$ cat config.mk
export PLATFORM = sky130hd
export DESIGN_NAME = fork_id_crc_chain_check_flat
export DESIGN_NICKNAME = d
export VERILOG_FILES = /design/src/design/fid_pkg.sv /design/src/design/fid_if.sv /design/src/design/fid_core.sv /design/src/design/fork_id_crc_chain_check.sv /design/src/flat_wrapper.sv
export SDC_FILE = /design/constraint.sdc
export NUM_CORES = 2
export LEC_CHECK = 0
export BUFFER_PORTS_ARGS = -buffer_cell sky130_fd_sc_hd__buf_2
export CAP_MARGIN = 20
export CELL_PAD_IN_SITES_DETAIL_PLACEMENT = 1
export CELL_PAD_IN_SITES_GLOBAL_PLACEMENT = 2
export CORE_MARGIN = 2
export CORE_UTILIZATION = 44
export DETAILED_ROUTE_END_ITERATION = 8
export GPL_ROUTABILITY_DRIVEN = 0
export GPL_TIMING_DRIVEN = 0
export PLACE_DENSITY = 0.95
export SYNTH_ARGS = -nofsm -noshare
export SYNTH_HDL_FRONTEND = slang
export SYNTH_SLANG_ARGS = --single-unit
$ cat constraint.sdc
create_clock -name clock -period 16.53 [get_ports clock]
set_input_delay 2.4795 -clock clock [delete_from_list [all_inputs] [get_ports clock]]
set_output_delay 2.4795 -clock clock [all_outputs]
set_load 0.02 [all_outputs]
$ cat src/design/fid_pkg.sv
// Shared types, register indexes and CRC-32 helpers for the fork id checker.
package fid_pkg;

   localparam logic [31:0] CRC_POLY = 32'hEDB8_8320;

   typedef enum logic [1:0] {
      KIND_GENESIS = 2'd0,
      KIND_FORK    = 2'd1,
      KIND_END     = 2'd2
   } kind_type;

   localparam logic [1:0] CSR_HEAD_BLOCK  = 2'd0;
   localparam logic [1:0] CSR_REMOTE_HASH = 2'd1;
   localparam logic [1:0] CSR_REMOTE_NEXT = 2'd2;

   typedef struct packed {
      logic [63:0] head_block;
      logic [31:0] remote_hash;
      logic [63:0] remote_next;
   } cfg_type;

   typedef struct packed {
      logic [31:0] fork_hash;
      logic [63:0] fork_next;
      logic        compatible;
   } result_type;

   // Folds one byte into a chained CRC-32 (reflected, inverted on entry and exit).
   function automatic logic [31:0] crc_add_byte(input logic [31:0] crc, input logic [7:0] data);
      logic [31:0] c;
      c = ~crc;
      c[7:0] = c[7:0] ^ data;
      for (int b = 0; b < 8; b++) begin
         c = c[0] ? ((c >> 1) ^ CRC_POLY) : (c >> 1);
      end
      return ~c;
   endfunction

   // Folds a 64-bit number in as eight big-endian bytes.
   function automatic logic [31:0] crc_add_u64(input logic [31:0] crc, input logic [63:0] v);
      logic [31:0] c;
      c = crc;
      for (int i = 7; i >= 0; i--) begin
         c = crc_add_byte(c, v[8*i +: 8]);
      end
      return c;
   endfunction

endpackage

$ cat src/design/fid_if.sv
// Valid/ready channel interfaces for request and response beats.
interface fid_req_if;
   logic        valid;
   logic        ready;
   logic [1:0]  kind;
   logic [63:0] value;

   modport source (output valid, output kind, output value, input ready);
   modport sink (input valid, input kind, input value, output ready);
endinterface

interface fid_rsp_if;
   logic        valid;
   logic        ready;
   logic [31:0] fork_hash;
   logic [63:0] fork_next;
   logic        compatible;

   modport source (output valid, output fork_hash, output fork_next, output compatible,
                   input ready);
   modport sink (input valid, input fork_hash, input fork_next, input compatible,
                 output ready);
endinterface

$ cat src/design/fid_core.sv
// Chain state and per-beat update: local id, probe chain and verdict.
module fid_core import fid_pkg::*; (
   input  logic        clock,
   input  logic        reset,
   input  logic        step,
   input  logic [1:0]  kind,
   input  logic [63:0] value,
   input  cfg_type     cfg,
   output logic        emit,
   output result_type  result
);

   logic        in_genesis_ff, in_genesis_in;
   logic [31:0] local_crc_ff, local_crc_in;
   logic [63:0] local_next_ff, local_next_in;
   logic        local_done_ff, local_done_in;
   logic [31:0] probe_crc_ff, probe_crc_in;
   logic        matched_ff, matched_in;
   logic [63:0] common_fork_ff, common_fork_in;
   logic        want_next_ff, want_next_in;
   logic [63:0] probe_next_ff, probe_next_in;
   logic        next_present_ff, next_present_in;

   logic        genesis_match;
   logic        matched_c, want_c;
   logic [63:0] common_c;
   logic [31:0] local_fold, probe_fold;
   logic        before_head, verdict;

   // The genesis match test happens on the first fork or end beat.
   assign genesis_match = in_genesis_ff && (probe_crc_ff == cfg.remote_hash);
   assign matched_c     = matched_ff || genesis_match;
   assign want_c        = genesis_match ? 1'b1 : want_next_ff;
   assign common_c      = genesis_match ? 64'd0 : common_fork_ff;

   assign local_fold = crc_add_u64(local_crc_ff, value);
   assign probe_fold = crc_add_u64(probe_crc_ff, value);

   assign before_head = next_present_ff && (probe_next_ff <= cfg.head_block);
   assign verdict = matched_c &&
                    ((cfg.head_block < common_c) ||
                     (before_head && (cfg.remote_next == probe_next_ff)) ||
                     (!before_head && ((cfg.remote_next == 64'd0) ||
                                       (cfg.remote_next > cfg.head_block))));

   always_comb begin
      in_genesis_in   = in_genesis_ff;
      local_crc_in    = local_crc_ff;
      local_next_in   = local_next_ff;
      local_done_in   = local_done_ff;
      probe_crc_in    = probe_crc_ff;
      matched_in      = matched_ff;
      common_fork_in  = common_fork_ff;
      want_next_in    = want_next_ff;
      probe_next_in   = probe_next_ff;
      next_present_in = next_present_ff;
      emit            = 1'b0;
      result.fork_hash  = local_crc_ff;
      result.fork_next  = local_done_ff ? local_next_ff : 64'd0;
      result.compatible = verdict;
      case (kind)
         KIND_GENESIS: begin
            if (in_genesis_ff) begin
               local_crc_in = crc_add_byte(local_crc_ff, value[7:0]);
               probe_crc_in = crc_add_byte(probe_crc_ff, value[7:0]);
            end
         end
         KIND_FORK: begin
            in_genesis_in  = 1'b0;
            matched_in     = matched_c;
            want_next_in   = want_c;
            common_fork_in = common_c;
            if (!local_done_ff) begin
               if (value > cfg.head_block) begin
                  local_next_in = value;
                  local_done_in = 1'b1;
               end else begin
                  local_crc_in = local_fold;
               end
            end
            if (matched_c) begin
               if (want_c) begin
                  probe_next_in   = value;
                  next_present_in = 1'b1;
                  want_next_in    = 1'b0;
               end
            end else begin
               probe_crc_in = probe_fold;
               if (probe_fold == cfg.remote_hash) begin
                  matched_in     = 1'b1;
                  common_fork_in = value;
                  want_next_in   = 1'b1;
               end
            end
         end
         KIND_END: begin
            emit            = 1'b1;
            in_genesis_in   = 1'b1;
            local_crc_in    = 32'd0;
            local_next_in   = 64'd0;
            local_done_in   = 1'b0;
            probe_crc_in    = 32'd0;
            matched_in      = 1'b0;
            common_fork_in  = 64'd0;
            want_next_in    = 1'b0;
            probe_next_in   = 64'd0;
            next_present_in = 1'b0;
         end
         default: begin
         end
      endcase
   end

   always_ff @(posedge clock) begin
      if (reset) begin
         in_genesis_ff   <= 1'b1;
         local_crc_ff    <= 32'd0;
         local_next_ff   <= 64'd0;
         local_done_ff   <= 1'b0;
         probe_crc_ff    <= 32'd0;
         matched_ff      <= 1'b0;
         common_fork_ff  <= 64'd0;
         want_next_ff    <= 1'b0;
         probe_next_ff   <= 64'd0;
         next_present_ff <= 1'b0;
      end else if (step) begin
         in_genesis_ff   <= in_genesis_in;
         local_crc_ff    <= local_crc_in;
         local_next_ff   <= local_next_in;
         local_done_ff   <= local_done_in;
         probe_crc_ff    <= probe_crc_in;
         matched_ff      <= matched_in;
         common_fork_ff  <= common_fork_in;
         want_next_ff    <= want_next_in;
         probe_next_ff   <= probe_next_in;
         next_present_ff <= next_present_in;
      end
   end

endmodule

$ cat src/design/fork_id_crc_chain_check.sv
// An accepted beat is held in the input register and updates the chain state from
// there; an end beat also loads its response beat into the response register.
// Throughput: one request beat per cycle unless an end beat waits for a full response
// register; the 64-bit CRC fold is a single XOR tree.
// Reset is synchronous and active high: it clears the chain state, the pipeline
// valids and the three control registers (head block, remote hash, remote next).
module fork_id_crc_chain_check import fid_pkg::*; (
   input  logic        clock,
   input  logic        reset,
   input  logic        csr_we,
   input  logic [1:0]  csr_index,
   input  logic [63:0] csr_wdata,
   fid_req_if.sink     req_chan,
   fid_rsp_if.source   rsp_chan
);

   // Control registers. The user must write them only while the block is idle; the block does not enforce this.
   cfg_type cfg_ff;

   always_ff @(posedge clock) begin
      if (reset) begin
         cfg_ff <= '0;
      end else if (csr_we) begin
         case (csr_index)
            CSR_HEAD_BLOCK:  cfg_ff.head_block  <= csr_wdata;
            CSR_REMOTE_HASH: cfg_ff.remote_hash <= csr_wdata[31:0];
            CSR_REMOTE_NEXT: cfg_ff.remote_next <= csr_wdata;
            default: begin
            end
         endcase
      end
   end

   // Input register: holds the accepted request beat while the chain update works on it.
   logic        s1_valid_ff;
   logic [1:0]  s1_kind_ff;
   logic [63:0] s1_value_ff;

   // Response register: parts the response side from the chain update.
   logic        rsp_valid_ff;
   result_type  rsp_data_ff;

   logic        out_free;
   logic        advance;
   logic        step;
   logic        emit;
   result_type  result;

   // Only an end beat needs room in the response register; every other beat
   // moves on at once, so the input register never stalls on those.
   assign out_free = !rsp_valid_ff || rsp_chan.ready;
   assign advance  = !s1_valid_ff || (s1_kind_ff != KIND_END) || out_free;
   assign step     = s1_valid_ff && advance;

   assign req_chan.ready = advance;

   always_ff @(posedge clock) begin
      if (reset) begin
         s1_valid_ff <= 1'b0;
      end else if (advance) begin
         s1_valid_ff <= req_chan.valid;
      end
   end

   always_ff @(posedge clock) begin
      if (advance && req_chan.valid) begin
         s1_kind_ff  <= req_chan.kind;
         s1_value_ff <= req_chan.value;
      end
   end

   fid_core u_core (
      .clock  (clock),
      .reset  (reset),
      .step   (step),
      .kind   (s1_kind_ff),
      .value  (s1_value_ff),
      .cfg    (cfg_ff),
      .emit   (emit),
      .result (result)
   );

   // A response beat is loaded when an end beat is processed and holds until taken.
   always_ff @(posedge clock) begin
      if (reset) begin
         rsp_valid_ff <= 1'b0;
      end else if (step && emit) begin
         rsp_valid_ff <= 1'b1;
      end else if (rsp_chan.ready) begin
         rsp_valid_ff <= 1'b0;
      end
   end

   always_ff @(posedge clock) begin
      if (step && emit) begin
         rsp_data_ff <= result;
      end
   end

   assign rsp_chan.valid      = rsp_valid_ff;
   assign rsp_chan.fork_hash  = rsp_data_ff.fork_hash;
   assign rsp_chan.fork_next  = rsp_data_ff.fork_next;
   assign rsp_chan.compatible = rsp_data_ff.compatible;

endmodule

$ cat src/flat_wrapper.sv
// flat-port wrapper written by rule: the top's interface ports become plain ports
module fork_id_crc_chain_check_flat import fid_pkg::*;
  (clock, reset, csr_we, csr_index, csr_wdata, req_chan_valid, req_chan_kind, req_chan_value, req_chan_ready, rsp_chan_valid, rsp_chan_fork_hash, rsp_chan_fork_next, rsp_chan_compatible, rsp_chan_ready);
  fid_req_if req_chan_i ();
  fid_rsp_if rsp_chan_i ();
  input  logic clock;
  input  logic reset;
  input  logic csr_we;
  input  logic [1:0] csr_index;
  input  logic [63:0] csr_wdata;
  input wire logic [$bits(req_chan_i.valid)-1:0] req_chan_valid;
  input wire logic [$bits(req_chan_i.kind)-1:0] req_chan_kind;
  input wire logic [$bits(req_chan_i.value)-1:0] req_chan_value;
  output wire logic [$bits(req_chan_i.ready)-1:0] req_chan_ready;
  output wire logic [$bits(rsp_chan_i.valid)-1:0] rsp_chan_valid;
  output wire logic [$bits(rsp_chan_i.fork_hash)-1:0] rsp_chan_fork_hash;
  output wire logic [$bits(rsp_chan_i.fork_next)-1:0] rsp_chan_fork_next;
  output wire logic [$bits(rsp_chan_i.compatible)-1:0] rsp_chan_compatible;
  input wire logic [$bits(rsp_chan_i.ready)-1:0] rsp_chan_ready;
  assign req_chan_i.valid = req_chan_valid;
  assign req_chan_i.kind = req_chan_kind;
  assign req_chan_i.value = req_chan_value;
  assign req_chan_ready = req_chan_i.ready;
  assign rsp_chan_valid = rsp_chan_i.valid;
  assign rsp_chan_fork_hash = rsp_chan_i.fork_hash;
  assign rsp_chan_fork_next = rsp_chan_i.fork_next;
  assign rsp_chan_compatible = rsp_chan_i.compatible;
  assign rsp_chan_i.ready = rsp_chan_ready;
  fork_id_crc_chain_check u_core (.clock(clock), .reset(reset), .csr_we(csr_we), .csr_index(csr_index), .csr_wdata(csr_wdata), .req_chan(req_chan_i), .rsp_chan(rsp_chan_i));
endmodule
-- Word-level counts from Yosys, hierarchy flattened
Cells that the tools add are included.
- eq/ne operators: 15
- bitwise operators: 196
- muxes and demuxes: 178
- reductions and logical operators: 32
- $lt $le $gt $ge: 4
- operators by type and width (cell ; count):
    32-bit two-way mux ; 149
    13-bit NOT with 14-bit output ; 144
    32-bit NOT ; 34
    64-bit two-way mux ; 7
    64-bit case mux with 2 select lines ; 3
    32-bit case mux with 3 select lines ; 2
    8-bit bitwise XOR ; 18
    64-bit greater-than comparator ; 2
    32-bit == test ; 2
    64-bit == test ; 1
    64-bit less-or-equal comparator ; 1
    64-bit zero test ; 1
    64-bit < comparator ; 1
    2-bit != test, second input constant ; 8
    1-bit two-way mux ; 12
    4-bit AND reduction ; 3
    1-bit case mux with 2 select lines ; 5
    1-bit logical AND ; 8
    2-bit AND reduction ; 4
    1-bit logical OR ; 7
    5-bit AND reduction ; 1
    2-bit by 1-bit == test with 1-bit output, second input constant ; 2
    2-bit == test, second input constant ; 2
    2-bit zero test ; 2
    other kinds (3) ; 6
- bits of input ports: 137
- bits in registers: 586
- output and inout port bits: 99
- logic and storage cells: 445

-- Depth between registers and ports, before layout
- word-level depth: 156
- depth in mapped cells: 29
- gate-level depth less buffers: 26

-- Modules after synthesis
A second synthesis with hierarchy kept.
- cell total of the unflattened synthesis: 4195
- area total of the unflattened synthesis: 44506.4 sq um
- modules (own cells, without submodules) (module ; seq. area each (sq um) ; instances ; area each (sq um) ; cells an instance):
    fid_core ; 5225.0 ; 1 ; 33040.4 ; 3427
    fork_id_crc_chain_check ; 8137.8 ; 1 ; 11466.0 ; 768

-- Worst setup path after synthesis
OpenSTA, ideal clock, no wires.
- path type: register to register
- start: register u_core.s1_value_ff[59]
- end: register u_core.u_core.common_fork_ff[58]
- arrival: 7.247 ns
- data required time: 16.470 ns
- clock period less this slack: 7.306 ns
- stages on the path, launching flop included: 27
- library setup time: 0.060 ns
- setup slack: 9.224 ns
- buffers on the path: 4
- cells stage by stage: edfxtp_1 buf_4 xor3_1 xnor2_2 xnor3_1 xnor3_1 xor3_1 buf_4 inv_4 xnor3_2 xnor3_2 xnor3_2 xnor2_4 xor2_1 xnor2_1 xnor3_1 xnor2_1 xnor2_1 nand4_1 nor4_1 nand4_2 a2111oi_4 nor3b_2 and2b_1 buf_4 buf_6 a22o_1
- word-level cells in the longest chain between the ends: 111
- elaborated cells on any way between the ends: 151
- those cells by class: 1 x eq/ne; 67 x mux; 83 x bitwise
- RTL lines (item ; RTL line ; RTL):
    from (decl) ; fork_id_crc_chain_check.sv:37 ; logic [63:0] s1_value_ff;
    from (signal assigned) ; fork_id_crc_chain_check.sv:68 ; s1_value_ff <= req_chan.value;
    8-bit bitwise XOR (*) ; fid_pkg.sv:32 ; c[7:0] = c[7:0] ^ data;
    32-bit two-way mux (*) (8 in a row) ; fid_pkg.sv:34 ; c = c[0] ? ((c >> 1) ^ CRC_POLY) : (c >> 1);
    32-bit NOT (*) ; fid_pkg.sv:36 ; return ~c;
    32-bit NOT (*) ; fid_pkg.sv:31 ; c = ~crc;
    8-bit bitwise XOR (tied with other cells) ; fid_pkg.sv:32 ;
    32-bit two-way mux (*) (2 in a row) ; fid_pkg.sv:34 ;
    13-bit NOT with 14-bit output (no line) or 32-bit two-way mux (tied branches) ; -- ;
    32-bit two-way mux (*) (3 in a row) ; fid_pkg.sv:34 ;
    (+85 left out) ; -- ;
    32-bit two-way mux (*) ; fid_pkg.sv:34 ;
    13-bit NOT with 14-bit output (no line) or 32-bit two-way mux (tied branches) ; -- ;
    32-bit two-way mux (*) ; fid_pkg.sv:34 ;
    32-bit NOT (*) ; fid_pkg.sv:36 ;
    32-bit == test (*) ; fid_core.sv:89 ; if (probe_fold == cfg.remote_hash) begin
    64-bit two-way mux (*) ; fid_core.sv:89 ;
    64-bit two-way mux (*) ; fid_core.sv:81 ; if (matched_c) begin
    64-bit case mux with 2 select lines (*) ; fid_core.sv:61 ; case (kind)
    to (signal assigned) ; fid_core.sv:133 ; common_fork_ff <= common_fork_in;
    to (decl) ; fid_core.sv:19 ; logic [63:0] common_fork_ff, common_fork_in;
Mark *: on every way between the ends.
A chain may end at the register's enable or synchronous reset.

-- Worst setup path after layout
- start: register u_core.s1_value_ff[63]
- end: register u_core.u_core.common_fork_ff[22]
- word-level cells in the longest chain between the ends: 111
- elaborated cells on any way between the ends: 148
- those cells by class: 1 x eq/ne; 67 x mux; 80 x bitwise
- RTL lines (item ; RTL line):
    8-bit bitwise XOR (*) ; fid_pkg.sv:32
    32-bit two-way mux (*) ; fid_pkg.sv:34
    13-bit NOT with 14-bit output (no line) ; --
    32-bit two-way mux (*) (7 in a row) ; fid_pkg.sv:34
    32-bit NOT (*) ; fid_pkg.sv:36
    32-bit NOT (*) ; fid_pkg.sv:31
    branches (longest 1 deep; another with 8-bit bitwise XOR) ; --
    32-bit two-way mux (*) (3 in a row) ; fid_pkg.sv:34
    (+85 left out) ; --
    32-bit two-way mux (*) ; fid_pkg.sv:34
    13-bit NOT with 14-bit output (no line) or 32-bit two-way mux (tied branches) ; --
    32-bit two-way mux (*) (3 in a row) ; fid_pkg.sv:34
    32-bit NOT (*) ; fid_pkg.sv:36
    32-bit == test (*) ; fid_core.sv:89
    64-bit two-way mux (*) ; fid_core.sv:89
    64-bit two-way mux (*) ; fid_core.sv:81
    64-bit case mux with 2 select lines (*) ; fid_core.sv:61
Marks and branches as above.

==> results.toml <==
[worst_setup_path]
cp.required_ps = 17110
r2r-end = "u_core.u_core.common_fork_ff[22]$_SDFFE_PP0P_"
critical_path.startpoint = "u_core.s1_value_ff[63]$_DFFE_PP_"
r2r_cells = 24
regToRegStartpoint = "u_core.s1_value_ff[63]$_DFFE_PP_"
crit_chain = "xor2_1 > xnor2_1 > xnor3_1 > xnor2_1 > xnor3_1 > xnor2_4 > xnor2_1 > xnor3_1 > xor2_1 > xnor2_1 > xnor2_1 > xnor2_2 > xnor3_1 > xnor2_1 > xnor2_1 > nand4_1 > nor4_1 > nand4_2 > a2111oi_4 > nor3b_2 > and2b_1 > buf_4 > buf_6 > a22o_1"
cp_top_family = "XOR/XNOR gates"
slowest_stage = "xnor2_1"
cp-endpoint = "u_core.u_core.common_fork_ff[22]$_SDFFE_PP0P_"
critPathMostFrequentCell = "xnor2_1"
cp_num_cells = 24
critPathMaxFanout = 10
cp-start-kind = "register"
critPathCaptureType = "register"
r2r_setup_slack_ps = 6780
arrival_ps = 10330
worst_path_largest_cell_delay_ps = 830
path_buf_inv = 2
crit_type = "reg -> reg"

[floorplanning]
design.core.area_um2 = 97000
die_x_um = 317
fp.dieH_um = 317
rows = 114
initial_core_util_pct = 44.5
io-pin-count = 236
die_area_um2 = 101000

[logic_synthesis]
synth_enable_flop_cells = 163
avgSynthCellArea_um2 = 10.1
synthesis.area_um2 = 43200
ys_seq_area_share_pct = 30.9
syn-instance-count = 4268
ys_ff_latch = 586
ys.flop_type = "dfxtp_1"
async_reset_ff_share_pct = 0
synth_warnings = 0
yosysUniqueCellTypes = 67
syn_nets = 4664

[routing]
drcViolationCount = 0
drtIter0Drc = 3314
routedWlPerCell_um = 28.6
dr.pass1.iters = 6
drt_wl_total_um = 170000
dr_total_vias = 34500
via_per_inst = 5.82
antenna_left = 0

[timing]
final_hold_viol_count = 0
max_slew_margin_pct = 14.2
clock_skew_ps = 44.0
final_max_slew_viol_count = 0
setup_viol_count_final = 0
fin_crit_ps = 9750
timing.setup.tns_ps = 0
fin_crit_sh_pct = 59.0
fmax_mhz = 103
fin_worst_hold_slack_ps = 475
rsz0062_at_grt = "false"
worst_pin_slew_ps = 1290

[global_routing]
grt_util_all_layers_pct = 33.2
antenna_found_initial = 6
grt_pass1_wl_um = 243000
grt_pass1_vias = 35200
grt_max_degree = 38
overflow = 0

[flow_run]
maxCapViolations = 0

[clock_network]
root_buffer = "clkbuf_16"
post_cts_buffers = 0
clock_sinks = 586
hold_buffers = 0
worst_skew_pair.late_latency_ps = 680
cts_buffer_depth = 3
clk_pin_slew_worst_paths_ps = 60
cts_tree = "built"
cts-resized-gates = 0
htreeDepth = 3
cts-buffers-inserted = 72

[status]
status = "complete, no violations"

[placement]
post-dp-hpwl_um = 134000
port_buffers = 234

[cells_and_area]
nets = 4987
filler_cell_count = 10800
final_core_util_pct = 50.2
drive_gt1_share_pct = 11.9
most-common-layout-cells = "823 x xnor2_1, 567 x nand2_1, 423 x dfxtp_1, 340 x a21oi_1, 259 x ha_1"
final_common_cell = "xnor2_1"
area_growth_pct = 12.7

[worst_hold_path]
min-delay-start = "u_core.u_core.common_fork_ff[19]$_SDFFE_PP0P_"
hp-class = "reg -> reg"
[worst min path at each step]
stage | endpoint | slack (ps) | cells past startpoint
finish | u_core.u_core.common_fork_ff[19]$_SDFFE_PP0P_ | 480 | 1
global route | u_core.u_core.common_fork_ff[37]$_SDFFE_PP0P_ | 490 | 1
CTS | u_core.cfg_ff[150]$_SDFFE_PP0P_ | 480 | 2
detailed placement | u_core.u_core.common_fork_ff[41]$_SDFFE_PP0P_ | 450 | 1
global placement | u_core.u_core.common_fork_ff[49]$_SDFFE_PP0P_ | 460 | 1
floorplan | u_core.rsp_chan.fork_hash[3]$_DFFE_PP_ | 410 | 0
[routing by layer]
layer	routed length, µm	track usage [%]	part of all wire [%]
met1	69800	43.9	41
met2	74800	51.7	44
met3	15400	6.72	9.1
met4	9610	16.3	5.7
met5	68	0	0.040
[worst reg2reg max path: stages (launching register included)]
cell and delay (ps):
edfxtp_1 750, xor2_1 360, xnor2_1 830, xnor3_1 560, xnor2_1 440, xnor3_1 560, xnor2_4 370, xnor2_1 210
xnor3_1 510, xor2_1 210, xnor2_1 680, xnor2_1 220, xnor2_2 550, xnor3_1 550, xnor2_1 510, xnor2_1 190
nand4_1 110, nor4_1 340, nand4_2 160, a2111oi_4 440, nor3b_2 290, and2b_1 150, buf_4 340, buf_6 220
a22o_1 160
[per-stage QoR]
step	setup slack [ps]	instance area (µm²)	instances
after global placement	7040	46000	5778
after detailed placement	7070	46200	5790
after global routing	6570	48700	5923
after CTS	6980	48600	5920
after floorplan	9220	43200	4268
final	6780	48700	5924
[sequential cells by signal, indices dropped and copies added, names as in the netlist, 2 cells and up]
| name | flops |
|---|---|
| u_core.s1_value_ff | 64 |
| u_core.s1_kind_ff | 2 |
| u_core.rsp_chan.fork_hash | 32 |
| u_core.u_core.local_crc_ff | 32 |
| u_core.u_core.common_fork_ff | 64 |
| u_core.cfg_ff | 160 |
| u_core.u_core.probe_crc_ff | 32 |
| u_core.u_core.probe_next_ff | 64 |
| u_core.rsp_chan.fork_next | 64 |
| u_core.u_core.local_next_ff | 64 |
[Yosys cell counts, types with 37 or more instances]
cell / n / area share, %
a21o_1: 41 / 0.71
a21oi_1: 340 / 3.9
a22o_1: 64 / 1.3
and2_1: 66 / 0.96
clkbuf_1: 144 / 1.3
dfxtp_1: 423 / 20
edfxtp_1: 163 / 11
ha_1: 259 / 7.5
inv_1: 79 / 0.69
mux2i_1: 90 / 2.1
nand2_1: 567 / 4.9
nand2b_1: 46 / 0.67
nand4_1: 88 / 1.3
nor2_1: 134 / 1.2
nor2b_1: 113 / 1.6
o21ai_0: 78 / 0.90
o22ai_1: 37 / 0.54
xnor2_1: 823 / 17
xnor2_2: 62 / 2.3
xnor3_1: 144 / 7.5
xor2_1: 232 / 4.7
[kinds of logic (layout without fill, tap and decap cells)]
| kind of cell | after synthesis | count (layout) | share of synthesized area (%) |
|---|---|---|---|
| compound gates | 618 | 618 | 8.58 |
| xor+xnor | 1362 | 1362 | 36.6 |
| fa+ha+maj | 259 | 259 | 7.50 |
| buf+inv | 252 | 631 | 2.38 |
| flops | 586 | 586 | 30.9 |
| mux | 90 | 90 | 2.09 |
| other cells | 0 | 1 | 0 |
| simple gates | 1101 | 1101 | 11.9 |
[layout make-up]
| type | instances | area (µm²) | area share, % |
|---|---|---|---|
| Buffer | 171 | 721 | 1.48 |
| Antenna cell | 1 | 2.50 | 0.00514 |
| Timing Repair Buffer | 249 | 1420 | 2.91 |
| Tap cell | 1276 | 1600 | 3.28 |
| Inverter | 81 | 307 | 0.630 |
| Multi-Input combinational cell | 3430 | 28800 | 59.2 |
| Clock buffer | 91 | 2000 | 4.10 |
| Clock inverter | 39 | 439 | 0.902 |
| Sequential cell | 586 | 13400 | 27.5 |
Power is left out: the tool's default activity adds up to more than one toggle a clock period on the data nets, which glitch-free logic cannot reach.
